`src/rtl/nbbw_pkg.sv`:
```
`timescale 1ns / 1ps
// ----------------------------------------------------------------------------
// nbbw_pkg
// Shared widths, limits and stage types of the net bounding-box wirelength core.
// ----------------------------------------------------------------------------
package nbbw_pkg;

	localparam int CELL_INDEX_BITS_DEF = 16;
	localparam int POSITION_BITS_DEF   = 32;
	localparam int OFFSET_BITS         = 21;
	localparam int WEIGHT_BITS         = 16;
	localparam int COST_BITS           = 50;
	localparam int TOTAL_BITS          = 63;
	localparam int OUT_INDEX_BITS      = 16;

	localparam logic [COST_BITS-1:0]  COST_MAX  = '1;
	localparam logic [TOTAL_BITS-1:0] TOTAL_MAX = '1;

	// Bounds hold a position plus an offset, and the difference of two bounds.
	function automatic int bound_bits(input int pos_bits);
		return ((pos_bits > OFFSET_BITS) ? pos_bits : OFFSET_BITS) + 2;
	endfunction

	// Extreme owners as they leave the block.
	typedef struct packed {
		logic [OUT_INDEX_BITS-1:0] low_index;
		logic                      low_found;
		logic [OUT_INDEX_BITS-1:0] high_index;
		logic                      high_found;
	} owner_t;

	// Control that travels with each beat down the pipeline.
	typedef struct packed {
		logic valid;
		logic clear;
	} stage_ctl_t;

endpackage

```
`src/rtl/nbbw_if.sv`:
```
`timescale 1ns / 1ps
// ----------------------------------------------------------------------------
// nbbw_if
// Valid/ready channels: pin beats in, net result beats out.
// ----------------------------------------------------------------------------
interface nbbw_pin_if #(
	parameter int POSITION_BITS   = nbbw_pkg::POSITION_BITS_DEF,
	parameter int CELL_INDEX_BITS = nbbw_pkg::CELL_INDEX_BITS_DEF
);
	logic                                   valid;
	logic                                   ready;
	logic signed [POSITION_BITS-1:0]        cell_position;
	logic [CELL_INDEX_BITS-1:0]             cell_index;
	logic signed [nbbw_pkg::OFFSET_BITS-1:0] pin_low_offset;
	logic signed [nbbw_pkg::OFFSET_BITS-1:0] pin_high_offset;
	logic                                   has_pin;
	logic                                   first_of_net;
	logic                                   last_of_net;
	logic signed [POSITION_BITS-1:0]        net_low_bound;
	logic signed [POSITION_BITS-1:0]        net_high_bound;
	logic [nbbw_pkg::WEIGHT_BITS-1:0]       net_weight;
	logic                                   first_of_pass;

	modport source (
		output valid, cell_position, cell_index, pin_low_offset, pin_high_offset,
		has_pin, first_of_net, last_of_net, net_low_bound, net_high_bound,
		net_weight, first_of_pass,
		input  ready
	);
	modport sink (
		input  valid, cell_position, cell_index, pin_low_offset, pin_high_offset,
		has_pin, first_of_net, last_of_net, net_low_bound, net_high_bound,
		net_weight, first_of_pass,
		output ready
	);
endinterface

interface nbbw_cost_if;
	logic                                valid;
	logic                                ready;
	logic [nbbw_pkg::COST_BITS-1:0]      net_cost;
	logic [nbbw_pkg::TOTAL_BITS-1:0]     running_total;
	logic [nbbw_pkg::OUT_INDEX_BITS-1:0] low_cell_index;
	logic                                low_found;
	logic [nbbw_pkg::OUT_INDEX_BITS-1:0] high_cell_index;
	logic                                high_found;

	modport source (
		output valid, net_cost, running_total, low_cell_index, low_found,
		high_cell_index, high_found,
		input  ready
	);
	modport sink (
		input  valid, net_cost, running_total, low_cell_index, low_found,
		high_cell_index, high_found,
		output ready
	);
endinterface

```
`src/rtl/nbbw_bound_tracker.sv`:
```
`timescale 1ns / 1ps
// ----------------------------------------------------------------------------
// nbbw_bound_tracker
// Running low/high bounds per net; hands finished nets to stage 1.
// ----------------------------------------------------------------------------
module nbbw_bound_tracker #(
	parameter int POSITION_BITS   = nbbw_pkg::POSITION_BITS_DEF,
	parameter int CELL_INDEX_BITS = nbbw_pkg::CELL_INDEX_BITS_DEF
) (
	input  logic                                     clk,
	input  logic                                     arst_n,
	nbbw_pin_if.sink                                 pins,
	input  logic                                     dn_ready,
	output nbbw_pkg::stage_ctl_t                     ctl_s1,
	output logic signed [nbbw_pkg::bound_bits(POSITION_BITS)-1:0] low_s1,
	output logic signed [nbbw_pkg::bound_bits(POSITION_BITS)-1:0] high_s1,
	output logic [nbbw_pkg::WEIGHT_BITS-1:0]         weight_s1,
	output nbbw_pkg::owner_t                         owner_s1
);

	localparam int BOUND_BITS = nbbw_pkg::bound_bits(POSITION_BITS);

	logic signed [BOUND_BITS-1:0]       cur_low_q, cur_high_q;
	logic [CELL_INDEX_BITS-1:0]         low_owner_q, high_owner_q;
	logic                               low_valid_q, high_valid_q;
	logic [nbbw_pkg::WEIGHT_BITS-1:0]   weight_q;
	logic                               clear_pend_q;

	logic signed [BOUND_BITS-1:0]       seed_low, seed_high, lo_edge, hi_edge;
	logic signed [BOUND_BITS-1:0]       nxt_low, nxt_high;
	logic [CELL_INDEX_BITS-1:0]         nxt_low_own, nxt_high_own;
	logic                               nxt_low_valid, nxt_high_valid;
	logic [nbbw_pkg::WEIGHT_BITS-1:0]   nxt_weight;
	logic                               take_low, take_high, accept;

	assign pins.ready = !ctl_s1.valid || dn_ready;
	assign accept     = pins.valid && pins.ready;

	// Seed from the fixed extent on the first beat, then widen strictly.
	always_comb begin
		seed_low  = pins.first_of_net ? BOUND_BITS'(pins.net_low_bound)  : cur_low_q;
		seed_high = pins.first_of_net ? BOUND_BITS'(pins.net_high_bound) : cur_high_q;
		lo_edge   = BOUND_BITS'(pins.cell_position) + BOUND_BITS'(pins.pin_low_offset);
		hi_edge   = BOUND_BITS'(pins.cell_position) + BOUND_BITS'(pins.pin_high_offset);
		take_low  = pins.has_pin && (lo_edge < seed_low);
		take_high = pins.has_pin && (hi_edge > seed_high);

		nxt_low        = take_low ? lo_edge : seed_low;
		nxt_high       = take_high ? hi_edge : seed_high;
		nxt_low_own    = take_low ? pins.cell_index
			: (pins.first_of_net ? '0 : low_owner_q);
		nxt_high_own   = take_high ? pins.cell_index
			: (pins.first_of_net ? '0 : high_owner_q);
		nxt_low_valid  = take_low || (!pins.first_of_net && low_valid_q);
		nxt_high_valid = take_high || (!pins.first_of_net && high_valid_q);
		nxt_weight     = pins.first_of_net ? pins.net_weight : weight_q;
	end

	always_ff @(posedge clk or negedge arst_n) begin
		if (!arst_n) begin
			cur_low_q    <= '0;
			cur_high_q   <= '0;
			low_owner_q  <= '0;
			high_owner_q <= '0;
			low_valid_q  <= 1'b0;
			high_valid_q <= 1'b0;
			weight_q     <= '0;
			clear_pend_q <= 1'b0;
			ctl_s1       <= '0;
		end else begin
			if (accept) begin
				cur_low_q    <= nxt_low;
				cur_high_q   <= nxt_high;
				low_owner_q  <= nxt_low_own;
				high_owner_q <= nxt_high_own;
				low_valid_q  <= nxt_low_valid;
				high_valid_q <= nxt_high_valid;
				weight_q     <= nxt_weight;
			end
			if (accept && pins.last_of_net) begin
				ctl_s1.valid <= 1'b1;
				ctl_s1.clear <= pins.first_of_pass || clear_pend_q;
				clear_pend_q <= 1'b0;
			end else begin
				if (dn_ready) begin
					ctl_s1.valid <= 1'b0;
				end
				if (accept && pins.first_of_pass) begin
					clear_pend_q <= 1'b1;
				end
			end
		end
	end

	always_ff @(posedge clk) begin
		if (accept && pins.last_of_net) begin
			low_s1              <= nxt_low;
			high_s1             <= nxt_high;
			weight_s1           <= nxt_weight;
			owner_s1.low_index  <= nxt_low_valid
				? nbbw_pkg::OUT_INDEX_BITS'(nxt_low_own) : '0;
			owner_s1.low_found  <= nxt_low_valid;
			owner_s1.high_index <= nxt_high_valid
				? nbbw_pkg::OUT_INDEX_BITS'(nxt_high_own) : '0;
			owner_s1.high_found <= nxt_high_valid;
		end
	end

endmodule

```
`src/rtl/nbbw_cost_unit.sv`:
```
`timescale 1ns / 1ps
// ----------------------------------------------------------------------------
// nbbw_cost_unit
// Span of the net (stage 2), weighted and saturated cost (stage 3).
// ----------------------------------------------------------------------------
module nbbw_cost_unit #(
	parameter int POSITION_BITS = nbbw_pkg::POSITION_BITS_DEF
) (
	input  logic                                     clk,
	input  logic                                     arst_n,
	input  nbbw_pkg::stage_ctl_t                     ctl_s1,
	input  logic signed [nbbw_pkg::bound_bits(POSITION_BITS)-1:0] low_s1,
	input  logic signed [nbbw_pkg::bound_bits(POSITION_BITS)-1:0] high_s1,
	input  logic [nbbw_pkg::WEIGHT_BITS-1:0]         weight_s1,
	input  nbbw_pkg::owner_t                         owner_s1,
	output logic                                     up_ready,
	input  logic                                     dn_ready,
	output nbbw_pkg::stage_ctl_t                     ctl_s3,
	output logic [nbbw_pkg::COST_BITS-1:0]           cost_s3,
	output nbbw_pkg::owner_t                         owner_s3
);

	localparam int BOUND_BITS = nbbw_pkg::bound_bits(POSITION_BITS);
	localparam int PROD_BITS  = BOUND_BITS + nbbw_pkg::WEIGHT_BITS;
	localparam int WIDE_BITS  = (PROD_BITS > nbbw_pkg::COST_BITS)
		? PROD_BITS : nbbw_pkg::COST_BITS;

	nbbw_pkg::stage_ctl_t               ctl_s2;
	logic [BOUND_BITS-1:0]              span_s2;
	logic [nbbw_pkg::WEIGHT_BITS-1:0]   weight_s2;
	nbbw_pkg::owner_t                   owner_s2;

	logic signed [BOUND_BITS:0]         diff;
	logic [PROD_BITS-1:0]               product;
	logic [WIDE_BITS-1:0]               prod_wide;
	logic                               ready_s3;

	assign ready_s3 = !ctl_s3.valid || dn_ready;
	assign up_ready = !ctl_s2.valid || ready_s3;

	// A span that is zero or negative costs nothing.
	assign diff      = (BOUND_BITS + 1)'(high_s1) - (BOUND_BITS + 1)'(low_s1);
	assign product   = PROD_BITS'(span_s2) * PROD_BITS'(weight_s2);
	assign prod_wide = WIDE_BITS'(product);

	always_ff @(posedge clk or negedge arst_n) begin
		if (!arst_n) begin
			ctl_s2 <= '0;
			ctl_s3 <= '0;
		end else begin
			if (up_ready) begin
				ctl_s2 <= ctl_s1;
			end
			if (ready_s3) begin
				ctl_s3 <= ctl_s2;
			end
		end
	end

	always_ff @(posedge clk) begin
		if (up_ready) begin
			span_s2   <= (diff > 0) ? diff[BOUND_BITS-1:0] : '0;
			weight_s2 <= weight_s1;
			owner_s2  <= owner_s1;
		end
		if (ready_s3) begin
			cost_s3  <= (prod_wide > WIDE_BITS'(nbbw_pkg::COST_MAX))
				? nbbw_pkg::COST_MAX : nbbw_pkg::COST_BITS'(prod_wide);
			owner_s3 <= owner_s2;
		end
	end

endmodule

```
`src/rtl/nbbw_total_acc.sv`:
```
`timescale 1ns / 1ps
// ----------------------------------------------------------------------------
// nbbw_total_acc
// Saturating pass total and the output register (stage 4).
// ----------------------------------------------------------------------------
module nbbw_total_acc (
	input  logic                           clk,
	input  logic                           arst_n,
	input  nbbw_pkg::stage_ctl_t           ctl_s3,
	input  logic [nbbw_pkg::COST_BITS-1:0] cost_s3,
	input  nbbw_pkg::owner_t               owner_s3,
	output logic                           up_ready,
	nbbw_cost_if.source                    costs
);

	localparam int TB = nbbw_pkg::TOTAL_BITS;

	logic [TB-1:0]                  total_q;
	logic                           valid_s4;
	logic [nbbw_pkg::COST_BITS-1:0] cost_s4;
	nbbw_pkg::owner_t               owner_s4;

	logic [TB-1:0]                  base;
	logic [TB:0]                    sum;
	logic [TB-1:0]                  nxt_total;
	logic                           advance;

	assign up_ready = !valid_s4 || costs.ready;
	assign advance  = ctl_s3.valid && up_ready;

	// Clear first, then add; pin at the top on overflow.
	assign base      = ctl_s3.clear ? '0 : total_q;
	assign sum       = (TB + 1)'(base) + (TB + 1)'(cost_s3);
	assign nxt_total = (sum > (TB + 1)'(nbbw_pkg::TOTAL_MAX))
		? nbbw_pkg::TOTAL_MAX : sum[TB-1:0];

	always_ff @(posedge clk or negedge arst_n) begin
		if (!arst_n) begin
			total_q  <= '0;
			valid_s4 <= 1'b0;
		end else begin
			if (advance) begin
				total_q <= nxt_total;
			end
			if (up_ready) begin
				valid_s4 <= ctl_s3.valid;
			end
		end
	end

	always_ff @(posedge clk) begin
		if (advance) begin
			cost_s4  <= cost_s3;
			owner_s4 <= owner_s3;
		end
	end

	assign costs.valid           = valid_s4;
	assign costs.net_cost        = cost_s4;
	assign costs.running_total   = total_q;
	assign costs.low_cell_index  = owner_s4.low_index;
	assign costs.low_found       = owner_s4.low_found;
	assign costs.high_cell_index = owner_s4.high_index;
	assign costs.high_found      = owner_s4.high_found;

endmodule

```
`src/rtl/net_bounding_box_wirelength_core.sv`:
```
`timescale 1ns / 1ps
// ----------------------------------------------------------------------------
// net_bounding_box_wirelength_core
// Half-perimeter wirelength along one axis for pins streamed net by net.
// ----------------------------------------------------------------------------
// Pin beats arrive on pins, grouped by net: first_of_net seeds the bounds from
// the net's fixed extent and latches its Q8.8 weight, each beat with has_pin
// widens the bounds by strict compare and records the owning cell, and
// last_of_net produces one result beat on costs, which passes through the
// bounds register, span, weighted cost, then saturating total in the output
// register. The core takes one pin beat every cycle while pins.ready is
// high; that rate is set by the bound compare-and-update loop, which closes
// on the running bounds registers. A finished result waits in the output
// register while new pins keep flowing, up to four nets in flight;
// backpressure on costs reaches pins only once every stage is full.
// first_of_pass on any beat clears the running total before the next net's
// cost is added. There is no clearing pass after reset.
// ----------------------------------------------------------------------------
module net_bounding_box_wirelength_core #(
	parameter int CELL_INDEX_BITS = nbbw_pkg::CELL_INDEX_BITS_DEF,
	parameter int POSITION_BITS   = nbbw_pkg::POSITION_BITS_DEF
) (
	input  logic        clk,
	input  logic        arst_n,
	nbbw_pin_if.sink    pins,
	nbbw_cost_if.source costs
);

	localparam int BOUND_BITS = nbbw_pkg::bound_bits(POSITION_BITS);

	// Stage 1: bounds of a finished net.
	nbbw_pkg::stage_ctl_t             ctl_s1;
	logic signed [BOUND_BITS-1:0]     low_s1, high_s1;
	logic [nbbw_pkg::WEIGHT_BITS-1:0] weight_s1;
	nbbw_pkg::owner_t                 owner_s1;
	logic                             ready_s2;

	// Stage 3: weighted cost.
	nbbw_pkg::stage_ctl_t             ctl_s3;
	logic [nbbw_pkg::COST_BITS-1:0]   cost_s3;
	nbbw_pkg::owner_t                 owner_s3;
	logic                             ready_s4;

	// Track the running extremes; hand each finished net on.
	nbbw_bound_tracker #(
		.POSITION_BITS   (POSITION_BITS),
		.CELL_INDEX_BITS (CELL_INDEX_BITS)
	) u_tracker (
		.clk       (clk),
		.arst_n    (arst_n),
		.pins      (pins),
		.dn_ready  (ready_s2),
		.ctl_s1    (ctl_s1),
		.low_s1    (low_s1),
		.high_s1   (high_s1),
		.weight_s1 (weight_s1),
		.owner_s1  (owner_s1)
	);

	// Subtract the bounds, then multiply by the weight and saturate.
	nbbw_cost_unit #(
		.POSITION_BITS (POSITION_BITS)
	) u_cost (
		.clk       (clk),
		.arst_n    (arst_n),
		.ctl_s1    (ctl_s1),
		.low_s1    (low_s1),
		.high_s1   (high_s1),
		.weight_s1 (weight_s1),
		.owner_s1  (owner_s1),
		.up_ready  (ready_s2),
		.dn_ready  (ready_s4),
		.ctl_s3    (ctl_s3),
		.cost_s3   (cost_s3),
		.owner_s3  (owner_s3)
	);

	// Accumulate the pass total and hold the result beat.
	nbbw_total_acc u_total (
		.clk      (clk),
		.arst_n   (arst_n),
		.ctl_s3   (ctl_s3),
		.cost_s3  (cost_s3),
		.owner_s3 (owner_s3),
		.up_ready (ready_s4),
		.costs    (costs)
	);

endmodule

```
`src/flat_wrapper.sv`:
```
// flat-port wrapper written by rule: the top's interface ports become plain ports
module net_bounding_box_wirelength_core_flat 
#(
	parameter int CELL_INDEX_BITS = nbbw_pkg::CELL_INDEX_BITS_DEF,
	parameter int POSITION_BITS   = nbbw_pkg::POSITION_BITS_DEF
)
  (clk, arst_n, pins_valid, pins_cell_position, pins_cell_index, pins_pin_low_offset, pins_pin_high_offset, pins_has_pin, pins_first_of_net, pins_last_of_net, pins_net_low_bound, pins_net_high_bound, pins_net_weight, pins_first_of_pass, pins_ready, costs_valid, costs_net_cost, costs_running_total, costs_low_cell_index, costs_low_found, costs_high_cell_index, costs_high_found, costs_ready);
  nbbw_pin_if #(.POSITION_BITS(POSITION_BITS), .CELL_INDEX_BITS(CELL_INDEX_BITS)) pins_i ();
  nbbw_cost_if costs_i ();
  input  logic clk;
  input  logic arst_n;
  input wire logic [$bits(pins_i.valid)-1:0] pins_valid;
  input wire logic [$bits(pins_i.cell_position)-1:0] pins_cell_position;
  input wire logic [$bits(pins_i.cell_index)-1:0] pins_cell_index;
  input wire logic [$bits(pins_i.pin_low_offset)-1:0] pins_pin_low_offset;
  input wire logic [$bits(pins_i.pin_high_offset)-1:0] pins_pin_high_offset;
  input wire logic [$bits(pins_i.has_pin)-1:0] pins_has_pin;
  input wire logic [$bits(pins_i.first_of_net)-1:0] pins_first_of_net;
  input wire logic [$bits(pins_i.last_of_net)-1:0] pins_last_of_net;
  input wire logic [$bits(pins_i.net_low_bound)-1:0] pins_net_low_bound;
  input wire logic [$bits(pins_i.net_high_bound)-1:0] pins_net_high_bound;
  input wire logic [$bits(pins_i.net_weight)-1:0] pins_net_weight;
  input wire logic [$bits(pins_i.first_of_pass)-1:0] pins_first_of_pass;
  output wire logic [$bits(pins_i.ready)-1:0] pins_ready;
  output wire logic [$bits(costs_i.valid)-1:0] costs_valid;
  output wire logic [$bits(costs_i.net_cost)-1:0] costs_net_cost;
  output wire logic [$bits(costs_i.running_total)-1:0] costs_running_total;
  output wire logic [$bits(costs_i.low_cell_index)-1:0] costs_low_cell_index;
  output wire logic [$bits(costs_i.low_found)-1:0] costs_low_found;
  output wire logic [$bits(costs_i.high_cell_index)-1:0] costs_high_cell_index;
  output wire logic [$bits(costs_i.high_found)-1:0] costs_high_found;
  input wire logic [$bits(costs_i.ready)-1:0] costs_ready;
  assign pins_i.valid = pins_valid;
  assign pins_i.cell_position = pins_cell_position;
  assign pins_i.cell_index = pins_cell_index;
  assign pins_i.pin_low_offset = pins_pin_low_offset;
  assign pins_i.pin_high_offset = pins_pin_high_offset;
  assign pins_i.has_pin = pins_has_pin;
  assign pins_i.first_of_net = pins_first_of_net;
  assign pins_i.last_of_net = pins_last_of_net;
  assign pins_i.net_low_bound = pins_net_low_bound;
  assign pins_i.net_high_bound = pins_net_high_bound;
  assign pins_i.net_weight = pins_net_weight;
  assign pins_i.first_of_pass = pins_first_of_pass;
  assign pins_ready = pins_i.ready;
  assign costs_valid = costs_i.valid;
  assign costs_net_cost = costs_i.net_cost;
  assign costs_running_total = costs_i.running_total;
  assign costs_low_cell_index = costs_i.low_cell_index;
  assign costs_low_found = costs_i.low_found;
  assign costs_high_cell_index = costs_i.high_cell_index;
  assign costs_high_found = costs_i.high_found;
  assign costs_i.ready = costs_ready;
  net_bounding_box_wirelength_core #(.CELL_INDEX_BITS(CELL_INDEX_BITS), .POSITION_BITS(POSITION_BITS)) u_core (.clk(clk), .arst_n(arst_n), .pins(pins_i), .costs(costs_i));
endmodule
```
`config.mk`:
```
export PLATFORM = sky130hd
export DESIGN_NAME = net_bounding_box_wirelength_core_flat
export DESIGN_NICKNAME = d
export VERILOG_FILES = /design/src/rtl/nbbw_pkg.sv /design/src/rtl/nbbw_if.sv /design/src/rtl/nbbw_bound_tracker.sv /design/src/rtl/nbbw_cost_unit.sv /design/src/rtl/nbbw_total_acc.sv /design/src/rtl/net_bounding_box_wirelength_core.sv /design/src/flat_wrapper.sv
export SDC_FILE = /design/constraint.sdc
export NUM_CORES = 2
export LEC_CHECK = 0
export BUFFER_PORTS_ARGS = -buffer_cell sky130_fd_sc_hd__buf_2
export CORE_ASPECT_RATIO = 1.1
export CORE_MARGIN = 1
export CORE_UTILIZATION = 44
export CTS_CLUSTER_SIZE = 30
export DETAILED_ROUTE_END_ITERATION = 10
export SKIP_CTS_REPAIR_TIMING = 1
export SYNTH_ARGS = -nofsm -noshare
export SYNTH_HDL_FRONTEND = slang
export SYNTH_SLANG_ARGS = --single-unit
```
`constraint.sdc`:
```
create_clock -name clk -period 6.6 [get_ports clk]
set_input_delay 0.66 -clock clk [delete_from_list [all_inputs] [get_ports clk]]
set_output_delay 0.66 -clock clk [all_outputs]
set_load 0.01 [all_outputs]
```
---- Yosys cells after proc, flatten, opt, wreduce, memory -nomap -nowiden ----
Index checks and enable logic that the tools add are counted.
cells by class
  reductions and logical operators ........ 22
  magnitude comparators ................... 5
  add/subtract/negate cells ............... 4
  muxes and demuxes ....................... 15
  equality and inequality tests ........... 0
  div/mod/pow operators ................... 0
  bitwise operators ....................... 0
  shifts and indexed selects .............. 0
  multipliers ............................. 1
operator list
  operator                                                         number
  two-way mux 34 bit                                               4
  two-way mux 63 bit                                               2
  two-way mux 16 bit                                               5
  adder 32 x 21 -> 33 bit                                          2
  adder 63 x 50 -> 64 bit                                          1
  greater-than comparator 64 x 63 -> 1 bit, second input constant  1
  greater-than comparator 50 bit, second input constant            1
  multiplier 34 x 16 -> 50 bit                                     1
  greater-than comparator 35 x 1 -> 1 bit, second input constant   1
  subtractor 34 x 34 -> 35 bit                                     1
  greater-than comparator 33 x 34 -> 1 bit                         1
  less-than comparator 33 x 34 -> 1 bit                            1
  logical AND 1 bit                                                8
  logical OR 1 bit                                                 7
  logical NOT 1 bit                                                5
  two-way mux 1 bit                                                4
  nonzero test 2 bit                                               2
storage, ports and cells
  memory bits (writable) .................. 0
  register bits after elaboration ......... 559
  input port bits ......................... 178
  latch bits .............................. 0
  ROM bits ................................ 0
  memories ................................ 0
  logic and storage cells ................. 86
  output and inout port bits .............. 149

---- Logic depth before layout (Yosys ltp) ----
  word-level depth ........................ 9
  depth in mapped cells ................... 26
  depth with buffers taken out ............ 24

---- By module ----
From an unflattened synthesis, not the netlist that was laid out.
unflattened totals
  cells, all modules ...................... 4842
  area total of the unflattened synthesis .. 49139.6 sq um
by module, submodules not included
  module              area each (sq um)  seq. area each (sq um)  times used  cells an instance
  nbbw_cost_unit      24758.7            5144.9                  1           2533
  nbbw_bound_tracker  15512.4            6571.3                  1           1469
  nbbw_total_acc      8868.5             4124.0                  1           840

---- Least setup slack after synthesis ----
OpenSTA, ideal clock, no wires.
  path type ............................... register to register
  start point ............................. register u_core.u_cost.weight_s2[9] in the netlist's numbering
  end point ............................... register u_core.u_cost.cost_s3[48] in the netlist's numbering, data pin
  period minus slack after synthesis ...... 6.643 ns
  setup slack ............................. -0.043 ns
  arrival ................................. 6.377 ns
  stages on the path, launching flop included .. 24
  library setup time ...................... 0.265 ns
  required time ........................... 6.335 ns
  buffers on the path ..................... 3
  path through ............................ edfxtp_1 clkbuf_1 clkbuf_1 nand2_1 fa_1 inv_1 fa_1 fa_1 fa_1 fa_1 inv_1 fa_1 inv_1 ha_1 clkbuf_1 a21o_1 a21o_1 a221oi_1 o21ai_0 a31oi_1 o311ai_1 a21o_1 nor4b_1 or3_1
on the way
  longest elaborated chain between the ends .. 2
RTL lines
  element                           line                  source
  start: declaration                nbbw_cost_unit.sv:30  logic [nbbw_pkg::WEIGHT_BITS-1:0] weight_s2;
  start signal: assignment          nbbw_cost_unit.sv:63  weight_s2 <= weight_s1;
  multiplier 34 x 16 -> 50 bit (*)  nbbw_cost_unit.sv:43  assign product = PROD_BITS'(span_s2) * PROD_BITS'(weight_s2);
  greater-than comparator 50 bit    nbbw_cost_unit.sv:67  cost_s3 <= (prod_wide > WIDE_BITS'(nbbw_pkg::COST_MAX))
  end signal: assignment            nbbw_cost_unit.sv:67
  end: declaration                  nbbw_cost_unit.sv:19  output logic [nbbw_pkg::COST_BITS-1:0] cost_s3,
Every way passes the cells marked *; elsewhere a longest branch is shown, timed or not.
A chain may end at the register's enable or synchronous reset.

---- Worst setup path in the final report ----
  start point ............................. register u_core.u_cost.weight_s2[15] in the netlist's numbering
  end point ............................... register u_core.u_cost.cost_s3[48] in the netlist's numbering, data pin
Same word-level chain as after synthesis.

==> impl_metrics.env <==
export IMPL_status="finished, violations left"
export IMPL_failed_checks="design-rule violations, negative hold slack"
export IMPL_slowest_delay_ps=560
export IMPL_synth_top_family_by_area="adder cells"
export IMPL_synth_compound_area_frac=0.114
export IMPL_antenna_found_initial=5
export IMPL_critPathMaxFanout=8
export IMPL_synth_xor_area_frac=0.0324
export IMPL_cts_sinks=559
export IMPL_grt_max_degree=114
export IMPL_timing_rr_end="u_core.u_cost.cost_s3[48]"
export IMPL_final_nets=6008
export IMPL_wl_um=124000
export IMPL_die_width_um=315
export IMPL_drtAntennaViolNets=0
export IMPL_syn_area_um2=47400
export IMPL_place_hpwl_um=96900
export IMPL_worst_hold_slack_ps=-5.47
export IMPL_max_slew_worst_pin_slew_ps=951
export IMPL_synth_edf_count=370
export IMPL_grt_pass1_vias=36100
export IMPL_maxSlewHeadroom=0.366
export IMPL_grt_use_total=0.232
export IMPL_layout_commonest_cell="inv_1"
export IMPL_worstReg2RegStart="u_core.u_cost.weight_s2[15]"
export IMPL_yosysSeqAreaShare=0.334
export IMPL_path_class="reg -> reg"
export IMPL_slowest_stage="fa_1"
export IMPL_postSynthAreaPerCell_um2=10.2
export IMPL_viasPerCell=5.31
export IMPL_min_path_type="in -> async"
export IMPL_cp_end_kind="register"
export IMPL_synthToLayoutAreaGrowth_pct=14.8
export IMPL_slew_violations=0
export IMPL_yosysUniqueCellTypes=86
export IMPL_cp_required_ps=7030
export IMPL_initial_core_util=0.446
export IMPL_synth_simple_area_share=0.136
export IMPL_critPathLaunchType="register"
export IMPL_dr_pass1_iters=9
export IMPL_io_pins=327
export IMPL_arrival_ps=6890
export IMPL_drive_above_1_share=0.156
export IMPL_finalHoldViolations=13
export IMPL_grt_pass1_wl_um=199000
export IMPL_synth_flop_cell="edfxtp_1"
export IMPL_max_freq_ghz=0.155
export IMPL_fin_worst_skew_ps=78.0
export IMPL_avgRoutedWirePerCell_um=19.1
export IMPL_numPortBuffers=326
export IMPL_largest_register_ffs=63
export IMPL_fp_coreArea_um2=106000
export IMPL_critPathMostFrequentCell="fa_1"
export IMPL_finalSetupViolations=0
export IMPL_synthAdderAreaFrac=0.279
export IMPL_drt_initial_drc_count=2154
export IMPL_synth_nets=5631
export IMPL_cts_max_path_buffers=3
export IMPL_async_flop_share=0.338
export IMPL_row_count=125
export IMPL_synth_ff_latch_count=559
export IMPL_finalCriticalPeriod_ps=6470
export IMPL_grt_ovfl_total=0
export IMPL_synth_warnings=0
export IMPL_worst_skew_pair_late_latency_ps=700
export IMPL_synth_mux_area_frac=0.0412
export IMPL_cts_buffers=61
export IMPL_die_h_um=346
export IMPL_r2r_cells=20
export IMPL_root_buffer="clkbuf_16"
export IMPL_drc_errors=84
export IMPL_final_cell_mix="inv_1, nand2_1, fa_1"
export IMPL_grt_setup_unrepaired="true"
export IMPL_syn_inst=4666
export IMPL_die_area_um2=109000
export IMPL_via_count=34500
export IMPL_worstPathCellList="buf_4 -> and2_1 -> fa_1 -> fa_1 -> fa_1 -> fa_1 -> fa_1 -> inv_1 -> fa_1 -> inv_1 -> ha_4 -> a21o_1 -> a21o_1 -> a221oi_2 -> o21ai_2 -> a31oi_4 -> o311ai_4 -> a21o_1 -> nor4b_1 -> or3_1"
export IMPL_period_share=0.980
export IMPL_cp_top_family="adder cells"
export IMPL_cts_tree="built"
export IMPL_gp_congestion=0.935
export IMPL_drv_cap=0
export IMPL_crit_buf_inv=3
export IMPL_path_clk_slew_ps=60
export IMPL_htreeDepth=2
export IMPL_r2r_setup_slack_ps=130
[metal layers]
layer,vias up,GRT usage,share of wire
met1,17100,0.300,0.43
li1,16500,-,-
met5,-,0,0.00026
met4,6,0.0564,0.023
met3,158,0.0295,0.042
met2,758,0.408,0.50
[cell usage after synthesis (72+ instances only)]
library cell | number | share of area
inv_1 | 571 | 0.045
clkbuf_1 | 172 | 0.014
fa_1 | 450 | 0.19
a21oi_1 | 238 | 0.025
xor2_1 | 72 | 0.013
o21ai_0 | 152 | 0.016
edfxtp_1 | 370 | 0.23
mux2i_1 | 89 | 0.019
and2_1 | 238 | 0.031
nand2_1 | 558 | 0.044
nor2_1 | 222 | 0.018
dfrtp_1 | 189 | 0.10
a21o_1 | 139 | 0.022
mux2_2 | 93 | 0.022
xnor2_1 | 103 | 0.019
ha_1 | 337 | 0.089
nor2b_1 | 82 | 0.011
[worst max-delay path by stage]
stage,to,depth (start not counted),start,slack (ps)
CTS,u_core.u_cost.cost_s3[47],21,u_core.u_cost.weight_s2[15],-60
finish,u_core.u_cost.cost_s3[48],20,u_core.u_cost.weight_s2[15],130
global placement,u_core.u_cost.cost_s3[47],21,u_core.u_cost.weight_s2[15],-40
floorplan,u_core.u_cost.cost_s3[48],24,u_core.u_cost.weight_s2[4],70
global route,u_core.u_cost.cost_s3[48],20,u_core.u_cost.weight_s2[14],-100
detailed placement,u_core.u_cost.cost_s3[48],20,u_core.u_cost.weight_s2[15],-80
[per-stage QoR]
step	instances	utilization	setup TNS, ps	instance area [um^2]	worst slack [ps]
floorplan	4666	-	0	47400	66.2
global placement	6363	0.487	-55.8	51700	-41.3
detailed placement	6363	0.487	-273	51700	-84.8
CTS	6479	0.508	-144	54000	-57.2
global route	6493	0.512	-327	54300	-101
finish	6494	0.512	0	54300	134
[cell type report]
| class | instances | area (um^2) |
|---|---|---|
| Multi-Input combinational cell | 3332 | 28900 |
| Timing Repair Buffer | 517 | 3450 |
| Sequential cell | 559 | 15800 |
| Fill cell | 9699 | 51800 |
| Antenna cell | 1 | 2.50 |
| Clock buffer | 76 | 1650 |
| Inverter | 572 | 2150 |
| Clock inverter | 40 | 607 |
| Tap cell | 1397 | 1750 |
[cell families after synthesis]
group / count (synthesis)
AOI/OAI and AO/OA: 833
xor gates and xnor gates: 175
DFF: 559
buffers and inverters: 775
and+or+nand+nor: 1354
muxes: 183
adders and majority gates: 787
[worst register-to-register path, stage by stage (launching register included)]
cell	delay, ps
edfxtp_1	540
buf_4	210
and2_1	160
fa_1	510
fa_1	510
fa_1	560
fa_1	460
fa_1	550
inv_1	50
fa_1	520
inv_1	60
ha_4	240
a21o_1	150
a21o_1	200
a221oi_2	370
o21ai_2	130
a31oi_4	220
o311ai_4	140
a21o_1	200
nor4b_1	140
or3_1	330
Power is not shown: default switching activity piles up to over one toggle a cycle in this logic, so the estimate is an artifact.
